==> src/design/smm_pkg.sv <==
// ----------------------------------------------------------------------------
// smm_pkg
// Shared sizes and types of the square matrix multiplier.
// ----------------------------------------------------------------------------
package smm_pkg;

  localparam int MATRIX_SIZE   = 5;
  localparam int ELEMENT_WIDTH = 16;
  localparam int FIELD_WIDTH   = 16;
  localparam int PRODUCT_WIDTH = 35;
  localparam int CELL_COUNT    = MATRIX_SIZE * MATRIX_SIZE;
  localparam int MUL_W         = 2 * ELEMENT_WIDTH;
  localparam int K_W           = (MATRIX_SIZE > 1) ? $clog2(MATRIX_SIZE) : 1;
  localparam int IDX_W         = (CELL_COUNT > 1) ? $clog2(CELL_COUNT) : 1;
  localparam int CNT_W         = $clog2(2 * MATRIX_SIZE + 1);

  // operand travelling down the cell chain
  typedef struct packed {
    logic                     vld;
    logic [K_W-1:0]           k;
    logic [ELEMENT_WIDTH-1:0] a;
  } smm_flow_t;

  // per-cell control from the sequencer
  typedef struct packed {
    logic           b_we;
    logic [K_W-1:0] b_row;
    logic           shift;
  } smm_ctrl_t;

endpackage

==> src/design/smm_cell.sv <==
// ----------------------------------------------------------------------------
// smm_cell
// One column cell: holds a column of B and an accumulator, multiplies the
// passing A element by B[k][col], and forwards the A element to its neighbor.
// ----------------------------------------------------------------------------
module smm_cell import smm_pkg::*; (
  input  logic                            clk_i,
  input  logic                            rst_ni,
  input  smm_flow_t                       flow_i,
  output smm_flow_t                       flow_o,
  input  smm_ctrl_t                       ctrl_i,
  input  logic [ELEMENT_WIDTH-1:0]        b_data_i,
  input  logic signed [PRODUCT_WIDTH-1:0] acc_i,
  output logic signed [PRODUCT_WIDTH-1:0] acc_o
);

  logic [ELEMENT_WIDTH-1:0]        b_col_q [MATRIX_SIZE];
  smm_flow_t                       flow_q;
  logic signed [MUL_W-1:0]         prod_q, prod_d;
  logic                            pvld_q;
  logic signed [PRODUCT_WIDTH-1:0] acc_q;

  always_ff @(posedge clk_i) begin
    if (ctrl_i.b_we) begin
      b_col_q[ctrl_i.b_row] <= b_data_i;
    end
  end

  assign prod_d = $signed(flow_i.a) * $signed(b_col_q[flow_i.k]);

  always_ff @(posedge clk_i) begin
    if (flow_i.vld) begin
      prod_q <= prod_d;
    end
  end

  always_ff @(posedge clk_i or negedge rst_ni) begin
    if (!rst_ni) begin
      flow_q <= '0;
      pvld_q <= 1'b0;
      acc_q  <= '0;
    end else begin
      flow_q <= flow_i;
      pvld_q <= flow_i.vld;
      // during readout the accumulators form a shift chain toward cell 0
      if (ctrl_i.shift) begin
        acc_q <= acc_i;
      end else if (pvld_q) begin
        acc_q <= acc_q + {{(PRODUCT_WIDTH-MUL_W){prod_q[MUL_W-1]}}, prod_q};
      end
    end
  end

  assign flow_o = flow_q;
  assign acc_o  = acc_q;

endmodule

==> config.mk <==
export PLATFORM = sky130hd
export DESIGN_NAME = smm_cell
export DESIGN_NICKNAME = d
export VERILOG_FILES = /design/src/design/smm_pkg.sv /design/src/design/smm_cell.sv
export SDC_FILE = /design/constraint.sdc
export NUM_CORES = 1
export LEC_CHECK = 0
export BUFFER_PORTS_ARGS = -buffer_cell sky130_fd_sc_hd__buf_2
export CAP_MARGIN = 30
export CELL_PAD_IN_SITES_DETAIL_PLACEMENT = 0
export CELL_PAD_IN_SITES_GLOBAL_PLACEMENT = 1
export CORE_MARGIN = 8
export CORE_UTILIZATION = 32
export CTS_CLUSTER_SIZE = 20
export DETAILED_ROUTE_END_ITERATION = 12
export PLACE_DENSITY = 0.64
export SYNTH_ARGS = -nofsm -noshare
export SYNTH_HDL_FRONTEND = slang
export SYNTH_SLANG_ARGS = --single-unit
==> constraint.sdc <==
create_clock -name clk_i -period 14.6 [get_ports clk_i]
set_input_delay 2.92 -clock clk_i [delete_from_list [all_inputs] [get_ports clk_i]]
set_output_delay 2.92 -clock clk_i [all_outputs]
set_load 0.05 [all_outputs]
# Yosys cells after proc, flatten, opt, wreduce, memory -nomap -nowiden
# Memories as Yosys holds them, arrays and structs flattened.
# Index checks and enable logic that the tools add are counted.
[op_classes] muxes=4 multipliers=1 n_reduce_logical=1 addsub=1
[op_table] op="$mux W35" n=2
[op_table] op="$add A35 B35 Y35" n=1
[op_table] op="$mul A16 B16 Y32" n=1
[op_table] op="$mux W1" n=2
[op_table] op="$reduce_bool A2 Y1" n=1
[word_totals] memories=1 regBits=87 mem_bits_rw=80 out_inout_bits=55
[memory_table] name="b_col_q" words=5 word_bits=16 rd=1 rd_ports_with_merged_regs=0 write_ports=1 line_no="smm_cell.sv:17" rtl="logic [ELEMENT_WIDTH-1:0] b_col_q [MATRIX_SIZE];"

# Logic depth before layout (Yosys ltp)
# Gate-level depths: netlist of run 1.
[logic_depth] word_depth=3 depth_mapped=30

# Worst setup path before layout of run 1
# No wires, ideal clock.
[synth_timing] kind="input to register" start="input flow_i[16] (netlist name)" end="register prod_q[30], data pin" setup_slack_ns=4.434 path_stages=26 arrival_ns=9.908 setup_ns=0.258 required_ns=14.342 path_buffers=3 path_cell_list="clkbuf_1 > buf_2 > mux4_2 > mux2_2 > clkbuf_1 > nand2_1 > fa_1 > fa_1 > inv_1 > fa_1 > fa_1 > fa_1 > inv_1 > fa_1 > inv_1 > ha_1 > and3_1 > nor3b_1 > a211oi_1 > o31ai_1 > nor3_2 > o41ai_1 > or4b_1 > a31o_2 > a21oi_2 > xnor2_1"
[synth_between] elab_chain_cells=2
[synth_lines] element="start: declaration" line_no="smm_cell.sv:9" rtl="input smm_flow_t flow_i,"
[synth_lines] element="$mem_v2 Z5 W16"
[synth_lines] element="$mul A16 B16 Y32" line_no="smm_cell.sv:29" rtl="assign prod_d = $signed(flow_i.a) * $signed(b_col_q[flow_i.k]);"
[synth_lines] element="named net prod_d[30]" line_no="smm_cell.sv:19" rtl="logic signed [MUL_W-1:0] prod_q, prod_d;"
[synth_lines] element="end signal: assignment" line_no="smm_cell.sv:33" rtl="prod_q <= prod_d;"
[synth_lines] element="end: declaration" line_no="smm_cell.sv:19"
# The timed path passes the listed nets, and every way through them passes these cells.
# A chain may end at the register's enable or synchronous reset.

# Worst setup path in the final report of run 1
# Same ends and word-level chain as after synthesis.

==> results of run 1 <==
## layer usage
metal  track usage (%)  share of wire (%)  routed length [µm]  vias to the layer above
met5                 0                  0                   0                        -
met4             3.780                1.7                 753                        0
met3             3.398                5.2                2255                       50
met2             23.36                 46               19810                      247
met1             19.15                 47               20490                     5842
li1                  -                  -                   -                     5454
## worst max-delay path: stages
cell,delay [ns]
buf_2,0.49
mux4_2,0.57
mux2_2,0.44
and2_1,0.24
fa_1,0.54
inv_1,0.06
fa_1,0.53
inv_1,0.05
fa_1,0.49
fa_1,0.44
fa_1,0.49
inv_1,0.05
fa_1,0.47
inv_1,0.04
ha_1,0.33
and3_1,0.23
nor3b_1,0.14
a211oi_1,0.21
o31ai_1,0.15
nor3_2,0.18
o41ai_1,0.14
or4b_1,0.51
a31o_2,0.26
a21oi_2,0.14
xnor2_1,0.07
## worst paths after layout
| path | end | depth (start not counted) |
|---|---|---|
| worst max-delay path | prod_q[30]$_DFFE_PP_ | 25 |
| worst min-delay path | acc_o[33]$_DFFE_PN0P_ | 2 |
| worst max register to register | prod_q[30]$_DFFE_PP_ | 24 |
| worst min register to register | acc_o[33]$_DFFE_PN0P_ | 2 |
| max in group asynchronous | acc_o[25]$_DFFE_PN0P_ | 2 |
| min in group asynchronous | acc_o[8]$_DFFE_PN0P_ | 2 |
## per-stage QoR
stage | util [%] | instances | instance area [µm²] | hold slack (ns)
after floorplan | - | 1645 | 17490 | 0.6200
after global placement | 35.13 | 2434 | 18940 | 0.5331
after detailed placement | 35.22 | 2437 | 18990 | 0.5376
after CTS | 36.34 | 2469 | 19590 | 0.5529
after global routing | 36.34 | 2469 | 19590 | 0.6117
final | 36.34 | 2469 | 19590 | 0.5464
## area by class of cell
type | count | area (µm²)
Tap cell | 696 | 870.8
Multi-Input combinational cell | 1102 | 11360
Inverter | 325 | 1220
Timing Repair Buffer | 147 | 795.8
Clock buffer | 17 | 425.4
Clock inverter | 15 | 178.9
Sequential cell | 167 | 4740
Fill cell | 5397 | 34330
## cells by family after synthesis
group | after synthesis | share of synthesized area, %
xor gates and xnor gates | 63 | 3.154
adders and majority gates | 379 | 38.39
buffers and inverters | 376 | 8.104
muxes | 50 | 4.070
DFF | 167 | 27.09
AOI/OAI and AO/OA | 201 | 7.389
and+or+nand+nor | 409 | 11.79
## registers in the layout, indices dropped and copies added, names as in the netlist
register	flops
acc_o	35
flow_o	19
pvld_q	1
b_col_q	80
prod_q	32
## synth_stat cells, drive strengths merged (3+ instances only)
master / count
dfrtp: 55
a21o: 18
fa: 263
nor3: 9
clkbuf: 47
mux2i: 25
and2: 49
xnor2: 41
a31o: 3
buf: 4
o21a: 6
nor3b: 5
and3: 4
mux4: 16
nor2: 49
ha: 116
a211oi: 11
inv: 325
a31oi: 6
o21bai: 10
a41oi: 3
o211ai: 3
a21oi: 57
o21ai: 63
nand3: 12
nor2b: 87
a22oi: 4
edfxtp: 112
nand2: 149
mux2: 9
xor2: 22
or2: 5
or3: 3
nand2b: 30
==> flow_summary_export.csv, run 1 <==
group,metric,value,unit
cts,tritoncts,"yes",
detailed_routing,drc,0,
global_route,overflow,0,
detailed_routing,avgRoutedWirePerCell,17.54,µm
detailed_routing,routed_wl,43.31,mm
global_route,grt_pass1_wl,71.21,mm
yosys,synth-seq-area-share,27.09,%
cts,hold_buffers,0,
cts,ctsResizeCount,0,
detailed_routing,vias,11590,
floorplanning,dieWidth,249.8,µm
timing,layout_setup_ws,4.617,ns
timing,skew,0.008662,ns
global_route,grt.total_usage,14.39,%
worst_hold_path,hold_path_startpoint,"acc_o[33]$_DFFE_PN0P_",
floorplanning,initial_core_util,32.44,%
timing,fmax,100.2,MHz
timing,tightest_slew,0.8298,ns
floorplanning,die_area,0.06240,mm²
timing,relSlewSlack,44.68,%
floorplanning,ios,133,
timing,rsz0062_at_grt,"no",
place,port-buffer-count,132,
timing,hold_violations,0,
cells_and_area,num_antenna_cells,0,
global_route,grt_pass1_vias,13020,
run_status,status,"completed",
worst_setup_path,reg2reg_slack,7.32,ns
yosys,synth-edff-count,112,
place,routabilityCongestion,0.8060,
timing,setup_viol,0,
cells_and_area,syn2layout_area_growth,12.00,%
place,pre_cts_slack,4.091,ns
cts,ctsHtreeMaxLevel,4,
floorplanning,num_rows,85,
worst_setup_path,cp_data_required_time,14.82,ns
global_route,antenna_found_initial,0,
worst_hold_path,min_path_type,"reg2reg",
timing,slew_viol_final,0,
cts,root_buffer,"clkbuf_16",
yosys,synth_nets,2102,
yosys,async_flop_share,32.93,%
cells_and_area,final_common_cell,"inv_1",
worst_setup_path,endpoint_kind,"flip-flop",
cells_and_area,nets,2217,
detailed_routing,drt_iter0_markers,580,
detailed_routing,via_per_inst,4.695,
cts,post_cts_buffers,0,
yosys,yosysTopAreaCellShare,30.10,%
cts,cts.sinks,167,
timing,finalCritPeriodShare,68.38,%
worst_setup_path,reg2reg_from,"b_col_q[3][11]$_DFFE_PP_",
yosys,syn_inst,1645,
cts,clock_latency,0.47,ns
yosys,synthFlopType,"edfxtp_1",
timing,finalCriticalPeriod,9.983,ns
timing,tns,0,ns
worst_setup_path,arrival,10.20,ns
cells_and_area,mostFrequentLayoutCells,"inv_1 (325), fa_1 (263), nand2_1 (149), buf_2 (132), ha_1 (116)",
yosys,synthTopCellsByArea,"fa_1 (30%), edfxtp_1 (19%), ha_1 (8.3%)",
flow_run,maxCapViolCount,0,
floorplanning,die_y,249.8,µm
cts,cts.reportedPaths.clkPinSlew,0.06,ns
detailed_routing,drtAntennaViolNets,0,
yosys,avgSynthCellArea,10.63,µm²
yosys,ys_warn_count,0,
yosys,ys_ff_latch,167,
cts,cts_max_path_buffers,2,
detailed_routing,detail_route.first_pass.iterations,4,
global_route,grt_max_degree,72,
floorplanning,core_area,0.05392,mm²
yosys,synthDistinctLibCells,62,
yosys,synth.largest_area_cell,"fa_1",
worst_setup_path,startpoint,"flow_i[16]",
worst_setup_path,worst-setup-path-type,"in2reg",
place,dp_hpwl,33.79,mm
worst_setup_path,crit_path_start_kind,"input pin",
worst_setup_path,crit_fanout,17,
cells_and_area,drive_gt1_share,12.92,%
cts,cts_made_buffers,17,
yosys,syn_area,0.01749,mm²
Power of run 1 is left out: the tool's default activity adds up to more than one toggle a clock period on the data nets, which glitch-free logic cannot reach.
==> inputs of run 2 (changes only) <==
Settings changed: ABC_AREA from default to 1, PLACE_DENSITY 0.64 to 0.66.
Clock period 14.6 ns to 10.2 ns, I/O delays scaled along.
==> run 2 against run 1 <==
Compared with the run above: synthesized area grew 7.0%; clock skew up 0.0069 ns; register-to-register slack lost 3.9 ns; routed wire length rose by 30%; critical path type unchanged.
==> flow_summary_export.csv, run 2 <==
group,metric,value,unit
yosys,yosysMostFrequentCell,"inv_1",
worst_setup_path,critPathBufInv,6,
yosys,synthFlopType,"edfxtp_1",
cts,tritoncts,"yes",
worst_hold_path,hold_depth,2,
cells_and_area,drive_gt1_share,10.90,%
global_route,overflow,0,
floorplanning,initial_core_util,32.38,%
cts,cts_made_buffers,17,
yosys,synth-simple-area-share,17.75,%
place,dp_hpwl,46.89,mm
yosys,syn_area,0.01872,mm²
yosys,synthMuxAreaShare,0.8021,%
cells_and_area,top_register,"b_col_q",
worst_setup_path,crit_fanout,34,
timing,rsz0062_at_grt,"no",
yosys,synth_nets,2602,
worst_setup_path,cp_data_required_time,10.44,ns
detailed_routing,vias,14440,
run_status,status,"completed",
worst_setup_path,worst_path_max_delay_cell,"fa_1",
detailed_routing,detail_route.first_pass.iterations,5,
flow_run,maxCapViolCount,0,
worst_setup_path,reg2reg_slack,3.47,ns
global_route,grt_max_degree,56,
global_route,grt_pass1_vias,16010,
timing,layout_setup_ws,1.491,ns
yosys,synthTopCellsByArea,"fa_1 (28%), edfxtp_1 (18%), inv_1 (9.1%)",
timing,hold_violations,0,
yosys,synth_top_family_by_area,"adder cells",
floorplanning,die_y,257.9,µm
yosys,synth_xor_area_share,2.012,%
timing,tightest_slew,0.9808,ns
detailed_routing,avgRoutedWirePerCell,18.55,µm
worst_setup_path,endpoint_kind,"flip-flop",
worst_setup_path,crit_chain,"buf_2, mux2i_1, o221ai_1, o21ai_2, inv_2, nand2_1, fa_1, inv_1, fa_1, fa_1, fa_1, fa_1, inv_1, fa_1, inv_1, ha_1, nand2_1, nor2_1, nand2_1, inv_1, nand4_1, nand3_1, nand2_1",
cts,cts.sinks,167,
worst_setup_path,critPathMostFrequentCell,"fa_1",
yosys,async_flop_share,32.93,%
cells_and_area,num_antenna_cells,0,
worst_setup_path,worst-setup-path-type,"in2reg",
cts,cts.reportedPaths.clkPinSlew,0.08,ns
detailed_routing,routed_wl,56.21,mm
global_route,grt_pass1_wl,89.51,mm
yosys,synth-edff-count,112,
worst_setup_path,reg2reg_from,"b_col_q[2][2]$_DFFE_PP_",
timing,finalCriticalPeriod,8.709,ns
cts,cts_max_path_buffers,2,
worst_setup_path,crit_family,"adder cells",
worst_hold_path,hold_path_startpoint,"acc_o[33]$_DFFE_PN0P_",
worst_setup_path,ff2ff_path_depth,22,
timing,fmax,114.8,MHz
yosys,ys_warn_count,0,
cts,post_cts_buffers,0,
yosys,syn_inst,2145,
timing,skew,0.01560,ns
detailed_routing,via_per_inst,4.765,
floorplanning,core_area,0.05781,mm²
global_route,grt.total_usage,17.33,%
cts,hold_buffers,0,
detailed_routing,drtAntennaViolNets,0,
floorplanning,dieWidth,257.9,µm
detailed_routing,drt_iter0_markers,754,
yosys,ys_ff_latch,167,
yosys,avgSynthCellArea,8.726,µm²
place,routabilityCongestion,0.9198,
place,pre_cts_slack,0.9684,ns
worst_setup_path,arrival,8.95,ns
worst_setup_path,critPathMaxStageDelay,0.86,ns
yosys,synth.largest_area_cell,"fa_1",
floorplanning,ios,133,
yosys,yosysTopAreaCellShare,28.13,%
cts,root_buffer,"clkbuf_16",
timing,tns,0,ns
yosys,synthAdderAreaFrac,35.88,%
timing,finalCritPeriodShare,85.38,%
global_route,antenna_found_initial,0,
yosys,synth_compound_area_share,7.059,%
detailed_routing,drc,0,
cts,ctsHtreeMaxLevel,4,
floorplanning,die_area,0.06649,mm²
cts,clock_latency,0.48,ns
worst_setup_path,startpoint,"flow_i[16]",
cts,ctsResizeCount,0,
timing,setup_viol,0,
yosys,synthDistinctLibCells,47,
worst_setup_path,crit_cells,23,
worst_hold_path,min_path_type,"reg2reg",
cells_and_area,syn2layout_area_growth,10.55,%
cells_and_area,nets,2710,
floorplanning,num_rows,88,
yosys,synth-seq-area-share,25.32,%
worst_setup_path,crit_path_start_kind,"input pin",
cells_and_area,largest_reg_flops,80,
timing,relSlewSlack,34.61,%
timing,slew_viol_final,0,
cells_and_area,mostFrequentLayoutCells,"inv_1 (452), nand2_1 (450), fa_1 (263), nor2_1 (249), buf_2 (132)",
yosys,synth_common_cells,"inv_1 (452), nand2_1 (450), fa_1 (263), nor2_1 (250), ha_1 (116)",
cells_and_area,final_common_cell,"inv_1",
place,port-buffer-count,132,
-- run 2: cell types whose count changed after synthesis, sizes merged, moves of 21 or more --
cell and delta:
and2 -48, inv +140, nand3 +46, nor2 +217
nor2b -87, a22oi +21, nand2 +310, buf +33
clkbuf -34, nand2b -30
-- run 2: area by class of cell --
cell class,count,area (µm²)
Clock buffer,17,425.4
Fill cell,6005,37110
Timing Repair Buffer,139,713.2
Sequential cell,167,4740
Inverter,469,1763
Multi-Input combinational cell,1459,11920
Tap cell,765,957.2
Clock inverter,15,176.4
-- run 2: routing by layer --
| layer | global-route usage [%] | vias to the layer above | routed length, µm |
|---|---|---|---|
| li1 | - | 6825 | - |
| met2 | 28.84 | 412 | 26530 |
| met3 | 3.696 | 102 | 3199 |
| met1 | 21.88 | 7104 | 24410 |
| met5 | 0 | - | 0 |
| met4 | 6.796 | 0 | 2076 |
-- run 2: final timing paths --
check	endpoint
min in group asynchronous	acc_o[0]$_DFFE_PN0P_
hold / removal	acc_o[33]$_DFFE_PN0P_
max in group asynchronous	acc_o[25]$_DFFE_PN0P_
hold reg to reg	acc_o[33]$_DFFE_PN0P_
setup reg to reg	prod_q[30]$_DFFE_PP_
setup / recovery	prod_q[30]$_DFFE_PP_
-- run 2: worst reg2reg max path, delay by kind of cell, from the launching register on --
kind	cells	cell delay, ns
buf+inv	5	0.62
simple gates	7	1.06
fa+ha+maj	7	3.93
compound gates	3	0.56
flops	1	0.32
-- run 2: cells by family (layout without fill, tap and decap cells) --
logic type                 count (synthesis)  after routing
and+or+nand+nor                          820            820
adders and majority gates                379            379
muxes                                     15             15
DFF                                      167            167
xor gates and xnor gates                  43             43
AOI/OAI and AO/OA                        202            202
buffers and inverters                    519            640
-- run 2: metrics by stage --
step | std cells | hold WS, ns | util [%] | area (µm²)
after CTS | 3031 | 0.5544 | 35.80 | 20690
after detailed placement | 2999 | 0.5338 | 34.76 | 20090
after global placement | 2999 | 0.5140 | 34.76 | 20090
after global routing | 3031 | 0.5893 | 35.80 | 20690
after floorplan | 2145 | 0.5399 | - | 18720
final | 3031 | 0.5510 | 35.80 | 20690
Power of run 2 is left out for the same reason.
